==> src/hdl/sfb_pkg.sv <==
`timescale 1ns / 1ps

package sfb_pkg;

    // Frame constants
    localparam logic [7:0] FRAME_START_BYTE = 8'hFD;
    localparam logic [7:0] LEN_HIGH_BYTE    = 8'h00;
    localparam logic [7:0] LEN_OFFSET       = 8'd3;
    localparam logic [7:0] MAX_TEXT_LEN     = 8'd252;

    // Position of a result within one transaction's burst (up to six results)
    localparam int unsigned POS_W = 3;

    // Header byte positions
    localparam logic [POS_W-1:0] POS_START = 3'd0;
    localparam logic [POS_W-1:0] POS_LENHI = 3'd1;
    localparam logic [POS_W-1:0] POS_LENLO = 3'd2;
    localparam logic [POS_W-1:0] POS_CMD   = 3'd3;
    localparam logic [POS_W-1:0] POS_ARG   = 3'd4;
    localparam logic [POS_W-1:0] POS_HCHK  = 3'd5;
    localparam logic [POS_W-1:0] POS_TEXT  = 3'd0;
    localparam logic [POS_W-1:0] POS_TCHK  = 3'd1;

    typedef enum logic [1:0] {
        KIND_HEADER,
        KIND_TEXT,
        KIND_STRAY
    } burst_kind_t;

    typedef struct packed {
        logic       action;
        logic [7:0] command;
        logic [7:0] argument;
        logic [7:0] text_length;
        logic [7:0] text_byte;
    } sfb_in_t;

    typedef struct packed {
        logic [7:0] out_byte;
        logic       run_last;
        logic       frame_end;
        logic       stray_error;
    } sfb_out_t;

    // Everything needed to regenerate any result of one accepted transaction
    typedef struct packed {
        burst_kind_t      kind;
        logic [7:0]       len_byte;
        logic [7:0]       command;
        logic [7:0]       argument;
        logic [7:0]       text_byte;
        logic [7:0]       check;
        logic [POS_W-1:0] last_pos;
    } burst_rec_t;

endpackage

==> src/hdl/speech_frame_builder.sv <==
`timescale 1ns / 1ps

// Channel   Ports                      Handshake      Payload
// input     s_valid s_ready s_data     valid/ready    sfb_in_t  (one start or text item)
// output    m_valid m_ready m_data     valid/ready    sfb_out_t (one serial byte)
//
// A text transaction yields one result, or two when it closes the frame; a start
// yields five header bytes, plus the check byte when the text length is zero.
// Results leave at one per cycle unless m_ready stalls them, so text that does not close
// the frame sustains one transaction per cycle; the burst register replays each burst.
// Reset (aresetn low, synchronous) closes any frame and empties both stages.
// A stalled output holds its byte; one more transaction is still taken into the
// burst register behind it, after which s_ready drops until the burst drains.

module speech_frame_builder (
    input  logic              aclk,
    input  logic              aresetn,
    input  logic              s_valid,
    output logic              s_ready,
    input  sfb_pkg::sfb_in_t  s_data,
    output logic              m_valid,
    input  logic              m_ready,
    output sfb_pkg::sfb_out_t m_data
);
    import sfb_pkg::*;

    // Frame state
    logic       frame_open_reg, frame_open_next;
    logic [7:0] bytes_left_reg, bytes_left_next;
    logic [7:0] check_accum_reg, check_accum_next;

    // Burst stage: one accepted transaction, replayed one result per cycle while the output register frees
    burst_rec_t       burst_reg, burst_next;
    logic             burst_valid_reg, burst_valid_next;
    logic [POS_W-1:0] pos_reg, pos_next;

    // Output register
    logic     m_valid_reg, m_valid_next;
    sfb_out_t m_data_reg, m_data_next;

    sfb_out_t   gen_result;
    logic       accept;
    logic       out_load;
    logic       burst_move;
    logic       burst_done;
    logic [7:0] len_clamped;
    logic [7:0] len_byte;
    logic [7:0] hdr_check;
    logic [7:0] text_check;
    logic [7:0] left_dec;

    sfb_result_gen u_result_gen (
        .rec    (burst_reg),
        .pos    (pos_reg),
        .result (gen_result)
    );

    // Output register frees when empty or being taken this cycle
    assign out_load   = !m_valid_reg || m_ready;
    assign burst_move = burst_valid_reg && out_load;
    assign burst_done = burst_move && (pos_reg == burst_reg.last_pos);

    // Take a new transaction once the burst stage empties or hands off its last result
    assign s_ready = !burst_valid_reg || burst_done;
    assign accept  = s_valid && s_ready;

    assign m_valid = m_valid_reg;
    assign m_data  = m_data_reg;

    // Header fields and checks
    assign len_clamped = (s_data.text_length > MAX_TEXT_LEN) ? MAX_TEXT_LEN : s_data.text_length;
    assign len_byte    = len_clamped + LEN_OFFSET;
    assign hdr_check   = FRAME_START_BYTE ^ LEN_HIGH_BYTE ^ len_byte
                       ^ s_data.command ^ s_data.argument;
    assign text_check  = check_accum_reg ^ s_data.text_byte;
    assign left_dec    = (bytes_left_reg != 8'd0) ? (bytes_left_reg - 8'd1) : 8'd0;

    always_comb begin
        frame_open_next  = frame_open_reg;
        bytes_left_next  = bytes_left_reg;
        check_accum_next = check_accum_reg;
        burst_next       = burst_reg;
        burst_valid_next = burst_valid_reg;
        pos_next         = pos_reg;
        m_valid_next     = m_valid_reg;
        m_data_next      = m_data_reg;

        // Advance the burst into the output register
        if (burst_move) begin
            m_data_next  = gen_result;
            m_valid_next = 1'b1;
            pos_next     = pos_reg + 1'b1;
            if (burst_done) begin
                burst_valid_next = 1'b0;
            end
        end else if (m_ready) begin
            m_valid_next = 1'b0;
        end

        if (accept) begin
            burst_valid_next   = 1'b1;
            pos_next           = '0;
            burst_next.len_byte  = len_byte;
            burst_next.command   = s_data.command;
            burst_next.argument  = s_data.argument;
            burst_next.text_byte = s_data.text_byte;
            if (!s_data.action) begin
                // Start: open a fresh frame, discarding any open one
                burst_next.kind  = KIND_HEADER;
                burst_next.check = hdr_check;
                if (len_clamped == 8'd0) begin
                    burst_next.last_pos = POS_HCHK;
                    frame_open_next     = 1'b0;
                    bytes_left_next     = 8'd0;
                    check_accum_next    = 8'd0;
                end else begin
                    burst_next.last_pos = POS_ARG;
                    frame_open_next     = 1'b1;
                    bytes_left_next     = len_clamped;
                    check_accum_next    = hdr_check;
                end
            end else if (!frame_open_reg) begin
                // Stray text byte: drop it, flag it, leave the state alone
                burst_next.kind     = KIND_STRAY;
                burst_next.check    = check_accum_reg;
                burst_next.last_pos = POS_START;
            end else begin
                burst_next.kind  = KIND_TEXT;
                burst_next.check = text_check;
                bytes_left_next  = left_dec;
                if (left_dec == 8'd0) begin
                    // Last declared byte: close the frame with the check byte
                    burst_next.last_pos = POS_TCHK;
                    frame_open_next     = 1'b0;
                    check_accum_next    = 8'd0;
                end else begin
                    burst_next.last_pos = POS_TEXT;
                    check_accum_next    = text_check;
                end
            end
        end
    end

    always_ff @(posedge aclk) begin
        if (!aresetn) begin
            frame_open_reg  <= 1'b0;
            bytes_left_reg  <= 8'd0;
            check_accum_reg <= 8'd0;
            burst_valid_reg <= 1'b0;
            pos_reg         <= '0;
            m_valid_reg     <= 1'b0;
        end else begin
            frame_open_reg  <= frame_open_next;
            bytes_left_reg  <= bytes_left_next;
            check_accum_reg <= check_accum_next;
            burst_valid_reg <= burst_valid_next;
            pos_reg         <= pos_next;
            m_valid_reg     <= m_valid_next;
        end
    end

    // Payload registers hold without reset
    always_ff @(posedge aclk) begin
        burst_reg  <= burst_next;
        m_data_reg <= m_data_next;
    end

endmodule

==> src/hdl/sfb_result_gen.sv <==
`timescale 1ns / 1ps

module sfb_result_gen (
    input  sfb_pkg::burst_rec_t       rec,
    input  logic [sfb_pkg::POS_W-1:0] pos,
    output sfb_pkg::sfb_out_t         result
);
    import sfb_pkg::*;

    always_comb begin
        result          = '0;
        result.run_last = (pos == rec.last_pos);
        case (rec.kind)
            KIND_HEADER: begin
                case (pos)
                    POS_START: result.out_byte = FRAME_START_BYTE;
                    POS_LENHI: result.out_byte = LEN_HIGH_BYTE;
                    POS_LENLO: result.out_byte = rec.len_byte;
                    POS_CMD:   result.out_byte = rec.command;
                    POS_ARG:   result.out_byte = rec.argument;
                    default: begin
                        result.out_byte  = rec.check;
                        result.frame_end = 1'b1;
                    end
                endcase
            end
            KIND_TEXT: begin
                if (pos == POS_TEXT) begin
                    result.out_byte = rec.text_byte;
                end else begin
                    result.out_byte  = rec.check;
                    result.frame_end = 1'b1;
                end
            end
            KIND_STRAY: begin
                result.stray_error = 1'b1;
            end
            default: begin
                result.out_byte = '0;
            end
        endcase
    end

endmodule

==> config.mk <==
export PLATFORM = sky130hd
export DESIGN_NAME = speech_frame_builder
export DESIGN_NICKNAME = d
export VERILOG_FILES = /design/src/hdl/sfb_pkg.sv /design/src/hdl/speech_frame_builder.sv /design/src/hdl/sfb_result_gen.sv
export SDC_FILE = /design/constraint.sdc
export NUM_CORES = 1
export LEC_CHECK = 0
export ABC_AREA = 1
export BUFFER_PORTS_ARGS = -buffer_cell sky130_fd_sc_hd__buf_2
export CORE_MARGIN = 2
export CORE_UTILIZATION = 30
export CTS_CLUSTER_DIAMETER = 80
export DETAILED_ROUTE_END_ITERATION = 8
export SETUP_SLACK_MARGIN = 0.02
export SLEW_MARGIN = 20
export SYNTH_ARGS = -nofsm -noshare
export SYNTH_HDL_FRONTEND = slang
export SYNTH_SLANG_ARGS = --single-unit
==> constraint.sdc <==
create_clock -name aclk -period 6.1 [get_ports aclk]
set_input_delay 0.61 -clock aclk [delete_from_list [all_inputs] [get_ports aclk]]
set_output_delay 0.61 -clock aclk [all_outputs]
set_load 0.01 [all_outputs]
==> results of run 1 <==
-- power by group --
group / switching [µW] / internal, µW
Sequential: 21.5 / 613
Combinational: 160 / 83.3
Clock: 206 / 309
Total: 388 / 1000
-- worst max-delay path: cells and delay by family --
family        cells  cell delay [ps]
simple gates      5              600
buf+inv           5             1240
-- synthesized netlist by cell type (2+ instances only) --
cell type / instances
dfxtp_1: 22
inv_2: 3
o21ai_1: 2
nor3_1: 5
clkbuf_1: 6
nand4_1: 4
nor2_2: 3
nor2_1: 30
or2_2: 2
nand2_2: 8
xnor2_1: 9
a22oi_1: 8
inv_1: 48
o21ai_0: 31
nand2_4: 3
a21oi_1: 21
nor2_4: 3
nand3_1: 36
ha_1: 8
nor3_4: 2
o221ai_1: 7
buf_2: 2
a21oi_2: 5
edfxtp_1: 55
xor2_1: 14
nand2_1: 96
clkinv_1: 2
nand3_2: 3
-- area by class of cell --
class | instances | area share, %
inverter | 53 | 4.16
clock buffer | 13 | 5.65
tap | 176 | 4.61
clock inverter | 3 | 0.393
multi-input combinational | 309 | 36.1
timing repair buffer | 50 | 5.29
sequential | 77 | 43.8
-- worst max-delay path by stage --
stage | from | to | slack (ps) | cells past startpoint
finish | m_ready | burst_reg[16]$_DFFE_PP_ | 3600 | 10
global route | m_ready | frame_open_reg$_SDFFE_PN0P_ | 3360 | 12
CTS | m_ready | burst_reg[30]$_DFFE_PP_ | 3580 | 10
detailed placement | m_ready | burst_reg[33]$_DFFE_PP_ | 3230 | 10
global placement | m_ready | burst_reg[25]$_DFFE_PP_ | 3360 | 10
floorplan | m_ready | burst_reg[0]$_DFFE_PP_ | 3330 | 8
-- logic make-up after synthesis --
logic type | Yosys count | synth area share (%)
AND/OR/NAND/NOR | 197 | 22.8
AO/OA/AOI/OAI | 81 | 12.2
flip-flops | 77 | 51.4
buffers and inverters | 63 | 6.15
XOR/XNOR | 23 | 4.95
adder cells (fa/ha/maj) | 8 | 2.46
-- per-stage QoR --
step | util, % | hold slack, ps | cell area (µm²)
global route | 36.1 | 472 | 4780
global placement | 33.9 | 494 | 4490
CTS | 36.1 | 467 | 4780
floorplan | - | 470 | 4070
detailed placement | 33.9 | 487 | 4490
finish | 36.1 | 478 | 4780
-- per-layer routing --
layer	up-vias	wire length [µm]	track usage [%]	share of wire, %
met4	0	257	6.90	2.6
met3	18	491	2.69	4.9
met5	-	0	0	0
met2	105	4740	24.0	47
met1	1505	4570	19.4	45
li1	1629	-	-	-
==> out/results.tsv, run 1 <==
metric	value	unit
dp.cells	665	
syn_area	0.00407	mm²
hp-class	primary input to flop	
cts_num_sinks	77	
cts_resized	0	
critPathSlowestCell	buf_4	
viasPerCell	4.78	
slew-limit-headroom	65.9	%
place.gp.congestion	0.855	
largest_reg_flops	44	
die_x	120	µm
grt_use_total	14.9	%
min_from	s_data[23]	
period_share	40.9	%
synth_area_per_cell	9.06	µm²
die_area	0.0145	mm²
min_path_cells	1	
endpoint_kind	flop	
hold_viol_final	0	
yosysUniqueCellTypes	39	
path_cells	buf_2, inv_1, nand2_1, nand2_1, inv_1, nand2_1, nand2_1, nand2_1, inv_1, buf_4	
crit_path_start_kind	primary input	
critPathMostFrequentCell	nand2_1	
synth_top_area_share	40.6	%
routedWlPerCell	14.8	µm
postCtsSetupBuffers	0	
port_buffers	49	
synth_seq_cells	77	
seq_area_frac_synth	51.4	%
setup_slack	3600	ps
hold_buffers	0	
clock_path_buffers	2	
place_hpwl	7580	µm
seq_area	0.00209	mm²
grt_pass1_wl	16600	µm
finalClockSkew	8.99	ps
slew_viol_final	0	
core_area	0.0132	mm²
ys_warn_count	0	
worst_pin_slew	510	ps
synth_edf_count	55	
multi_input_area	0.00173	mm²
nets	545	
ant_nets	0	
max_freq	401	MHz
die_y	120	µm
initial_core_util	30.7	%
h-tree-depth	3	
grt_overflow	0	
fill_cells	1380	
vias	3257	
drive_gt1_share	19.6	%
maxCapViolations	0	
reg2reg_slack	3680	ps
power	1390	µW
hold_end	burst_reg[26]$_DFFE_PP_	
place_ws	3230	ps
status	finished clean	
dr.pass1.iters	5	
cts_buffers	9	
worstSetupPathType	primary input to flop	
rr_worst_depth	8	
cp.arrival	2470	ps
cts_tree	yes	
antenna_cells	0	
rsz0062_at_grt	no	
min_period	2500	ps
final_cell_count_no_fill	681	
rows	42	
setup-tns-final	0	ps
drc_errors	0	
drt_iter0_drc	226	
p_leak	0.00200	µW
synth_area_leaders	edfxtp_1 (41%), dfxtp_1 (11%), nand2_1 (8.9%), nand3_1 (4.4%), inv_1 (4.4%)	
antenna_found_initial	0	
area_growth	17.5	%
clock_latency	340	ps
grt_max_degree	39	
slowest_delay	480	ps
crit_fanout	38	
boundaryPins	50	
final_cell_mix	nand2_1 (96), edfxtp_1 (55), buf_2 (49), inv_1 (48), nand3_1 (36)	
r2r_start	m_valid$_SDFFE_PN0P_	
yosysTopAreaCell	edfxtp_1	
first_global_vias	3204	
cts_root_buffer	clkbuf_16	
r2r_end	burst_reg[16]$_DFFE_PP_	
path_clk_slew	60	ps
final_common_cell	nand2_1	
setup_viol	0	
ir_drop	0.113	mV
crit_required	6070	ps
power_density	291	mW/mm²
synthArstFlopShare	0	%
syn_inst	449	
wirelength	10100	µm
synth_ff_type	edfxtp_1	
syn_nets	494	
No activity file was read; power rests on OpenSTA's default activity.
==> run 2: changes to the inputs <==
clock period = 2.05 ns   (was 6.1 ns; I/O delays follow)
==> run 2 against run 1 <==
Via count down 0.21%. Die area unchanged. Clock power grew to 3.5 times the previous value. Sequential share of layout area decreased by 1.9 points. Critical path depth is 3 lower. Final area is 4.6% higher. Largest power group unchanged. Highest routed layer unchanged.
==> out/results.tsv, run 2 (same netlist as run 1, synthesis figures left out) <==
metric	value	unit
status	finished clean	
cts_tree	yes	
worst_pin_slew	349	ps
period_share	93.5	%
grt_overflow	0	
power_density	893	mW/mm²
clock_latency	340	ps
rows	42	
cts_root_buffer	clkbuf_16	
finalClockSkew	6.05	ps
port_buffers	49	
vias	3250	
routedWlPerCell	14.2	µm
die_x	120	µm
die_y	120	µm
drc_errors	0	
power	4460	µW
min_period	1920	ps
dr.pass1.iters	4	
crit_required	2130	ps
path_cells	inv_1, ha_1, a21oi_1, nand2_1, nand2_1, a31oi_1, a221o_1	
hold_buffers	0	
r2r_start	pos_reg[2]$_SDFFE_PP0P_	
startpoint	pos_reg[2]$_SDFFE_PP0P_	
cts_buffers	9	
final_common_cell	nand2_1	
max_freq	522	MHz
core_area	0.0132	mm²
crit_fanout	9	
clock_path_buffers	2	
viasPerCell	4.64	
postCtsSetupBuffers	0	
die_area	0.0145	mm²
drive_gt1_share	23.7	%
cts_resized	0	
place_hpwl	7630	µm
final_cell_mix	nand2_1 (93), edfxtp_1 (55), buf_2 (49), inv_1 (45), nand3_1 (36)	
hold_viol_final	0	
first_global_vias	3303	
h-tree-depth	3	
boundaryPins	50	
grt_max_degree	46	
drt_iter0_drc	118	
slew_viol_final	0	
p_leak	0.00210	µW
min_from	s_data[21]	
ir_drop	0.353	mV
antenna_found_initial	0	
cts_num_sinks	77	
endpoint_kind	flop	
crit_path_start_kind	flop	
placed_cell_area	0.00466	mm²
initial_core_util	30.7	%
antenna_cells	0	
ant_nets	0	
slew-limit-headroom	76.6	%
critPathMostFrequentCell	nand2_1	
rsz0062_at_grt	no	
critPathSlowestCell	dfxtp_1	
stdcell_area	0.00500	mm²
maxCapViolations	0	
cp.arrival	2000	ps
largest_reg_flops	44	
grt_use_total	14.6	%
grt_pass1_wl	16300	µm
setup_viol	0	
nets	564	
area_growth	22.8	%
slowest_delay	430	ps
worstSetupPathType	flop to flop	
place.gp.congestion	0.858	
wirelength	9940	µm
path_clk_slew	60	ps
hp-class	primary input to flop	
setup-tns-final	0	ps
run 2: through the flow:
stage,util (%),setup WS (ps),hold WS [ps],cells
6_report,37.8,133,65.5,700
5_1_grt,37.8,24.8,63.5,700
3_3_place_gp,35.2,57.4,409,684
2_1_floorplan,-,37.4,304,449
4_1_cts,37.8,136,63.1,700
3_5_place_dp,35.2,20.1,411,684
run 2: path summary, 6_finish.rpt:
| path | end | slack, ps | depth (start not counted) |
|---|---|---|---|
| worst max-delay path | m_data[4]$_DFFE_PP_ | 130 | 7 |
| worst min-delay path | burst_reg[24]$_DFFE_PP_ | 70 | 1 |
| worst max register to register | m_data[4]$_DFFE_PP_ | 130 | 7 |
| worst min register to register | bytes_left_reg[5]$_SDFFE_PN0P_ | 510 | 2 |
run 2: where the power goes:
part | leakage [µW] | total (µW) | internal (µW) | switching (µW)
sequential | 0.000711 | 1880 | 1820 | 62.8
clock | 0.000159 | 1820 | 1180 | 638
combinational | 0.00123 | 759 | 280 | 479
total | 0.00210 | 4460 | 3280 | 1180
run 2: cell type report:
cell class | count | area (µm²)
Timing Repair Buffer | 69 | 408
Clock inverter | 7 | 114
Tap cell | 176 | 220
Inverter | 53 | 205
Multi-Input combinational cell | 309 | 1740
Clock buffer | 9 | 225
Fill cell | 1344 | 8240
Sequential cell | 77 | 2090
run 2: metal layers:
layer | up-vias | track usage (%) | wire (µm)
met2 | 88 | 23.6 | 4650
met4 | 0 | 8.21 | 340
met1 | 1476 | 18.5 | 4480
met5 | - | 0 | 0
li1 | 1664 | - | -
met3 | 22 | 2.64 | 460
run 2: worst max-delay path, delay by kind of cell, from the launching register on:
family | cells | cell delay [ps]
simple gates | 2 | 380
compound gates | 3 | 480
buf+inv | 1 | 130
fa+ha+maj | 1 | 230
flops | 1 | 430
==> run 3: changes to the inputs <==
ABC_AREA = default   (was 1)
==> run 3 against run 2 <==
Final area up 2.6%. Largest power group unchanged. Synthesized cell count shrank 11%. Wire length is 8.7% higher. Sequential power up 4%. Combinational power is 33% higher. Non-clock buffer count grew 17.
==> out/results.tsv, run 3 <==
metric	value	unit
clock_latency	340	ps
seq_area	0.00209	mm²
rows	42	
setup_viol	0	
core_area	0.0133	mm²
slew_viol_final	0	
synthArstFlopShare	0	%
antenna_found_initial	0	
drt_iter0_drc	302	
endpoint_kind	flop	
yosysTopAreaCell	edfxtp_1	
maxCapViolations	0	
place.gp.congestion	0.888	
syn_area	0.00411	mm²
clock_path_buffers	2	
multi_input_area	0.00189	mm²
yosysUniqueCellTypes	59	
synth_top_area_share	40.2	%
period_share	95.6	%
h-tree-depth	3	
dp.cells	637	
path_clk_slew	60	ps
final_cell_mix	edfxtp_1 (55), buf_2 (50), nand2_1 (38), a21oi_1 (35), buf_4 (31)	
finalClockSkew	9.26	ps
fill_cells	1312	
final_cell_count_no_fill	654	
worst_pin_slew	659	ps
worstSetupPathType	flop to flop	
viasPerCell	5.02	
ir_drop	0.646	mV
seq_area_frac_synth	50.9	%
die_x	121	µm
crit_required	2270	ps
synth_edf_count	55	
synth_area_per_cell	10.3	µm²
ys_warn_count	0	
syn_nets	444	
drc_errors	0	
min_period	1960	ps
initial_core_util	30.9	%
synth_common_cells	edfxtp_1 (55), nand2_1 (38), a21oi_1 (36), nor2_1 (31), dfxtp_1 (22)	
slew-limit-headroom	55.0	%
vias	3283	
rsz0062_at_grt	no	
setup-tns-final	0	ps
antenna_cells	0	
dr.pass1.iters	5	
final_common_cell	edfxtp_1	
cts_tree	yes	
synth_seq_cells	77	
synth_ff_type	edfxtp_1	
syn_inst	399	
hold_viol_final	0	
grt_max_degree	28	
postCtsSetupBuffers	0	
die_area	0.0146	mm²
wirelength	10800	µm
synth.most_common_cell	edfxtp_1	
area_growth	24.9	%
place_hpwl	8090	µm
grt_pass1_wl	17100	µm
status	finished clean	
cts_root_buffer	clkbuf_16	
hp-class	primary input to flop	
nets	518	
grt_overflow	0	
crit_fanout	5	
cts_num_sinks	77	
grt_use_total	15.4	%
die_y	121	µm
largest_reg_flops	44	
cp.arrival	2180	ps
drive_gt1_share	25.3	%
port_buffers	49	
crit_path_start_kind	flop	
max_freq	510	MHz
ant_nets	0	
routedWlPerCell	16.5	µm
synth_area_leaders	edfxtp_1 (40%), dfxtp_1 (11%), a21oi_1 (4.4%), nand2_1 (3.5%), xor2_1 (3.2%)	
p_leak	0.00196	µW
first_global_vias	3235	
cts_buffers	9	
boundaryPins	50	
power_density	885	mW/mm²
-- run 3: cell types whose count changed after synthesis, sizes merged, moves of 9 or more --
cell,change
a211oi,+10
a21oi,+11
clkbuf,+10
inv,-34
nand2,-69
nand3,-36
nor2b,+9
o21ai,-13
-- run 3: timing repair --
item,CTS,global route
hold buffers,0,0
endpoints found under the setup margin,0,19
gates resized for setup,0,12
-- run 3: final timing paths --
kind	slack (ps)	cells after the start	endpoint	startpoint
max	90	8	check_accum_reg[6]$_SDFFE_PN0P_	bytes_left_reg[0]$_SDFFE_PN0P_
min	70	1	burst_reg[26]$_DFFE_PP_	s_data[23]
max reg2reg	90	8	check_accum_reg[6]$_SDFFE_PN0P_	bytes_left_reg[0]$_SDFFE_PN0P_
min reg2reg	500	2	check_accum_reg[7]$_SDFFE_PN0P_	check_accum_reg[7]$_SDFFE_PN0P_
-- run 3: critical path, cell delays in order (launching register included) --
cell	delay, ps
dfxtp_1	310
inv_1	70
ha_1	170
or3b_4	410
o31ai_4	330
buf_2	230
nor3b_1	60
a2bb2oi_1	150
o22ai_1	100
-- run 3: metal layers --
layer / part of all wire, % / wire length [µm] / GRT usage [%]
met1: 45 / 4910 / 20.1
met2: 47 / 5130 / 25.2
met3: 5.7 / 620 / 4.09
met4: 1.3 / 144 / 4.51
met5: 0 / 0 / 0
-- run 3: stage by stage --
stage | setup slack (ps) | hold slack, ps | util [%] | instance area [µm²] | total power, µW
global route | 23.0 | 48.3 | 38.6 | 5130 | 4740
floorplan | 28.2 | 304 | - | 4120 | 2590
global placement | 105 | 408 | 36.0 | 4780 | 2940
CTS | 38.5 | 54.6 | 38.2 | 5080 | 4540
detailed placement | 22.4 | 409 | 36.0 | 4780 | 2960
finish | 90.5 | 65.8 | 38.6 | 5130 | 4540
-- run 3: cells by family (layout without fill, tap and decap cells) --
group,count (synthesis),after routing,share of synthesized area [%]
flops,77,77,50.9
compound gates,119,119,19.5
simple gates,116,116,13.6
buf+inv,40,119,4.24
fa+ha+maj,8,8,2.44
mux,8,8,1.98
xor+xnor,31,31,7.28
-- run 3: where the power goes --
| part | switching [µW] | internal [µW] |
|---|---|---|
| Sequential | 99.2 | 1860 |
| Combinational | 564 | 443 |
| Clock | 619 | 947 |
-- run 3: cell type report --
cell class | count | area share, %
repair buffers | 86 | 11.0
inverters | 17 | 1.32
multi-input cells | 282 | 36.8
well taps | 176 | 4.29
flip-flops and latches | 77 | 40.8
clock inverters | 5 | 1.17
clock buffers | 11 | 4.54
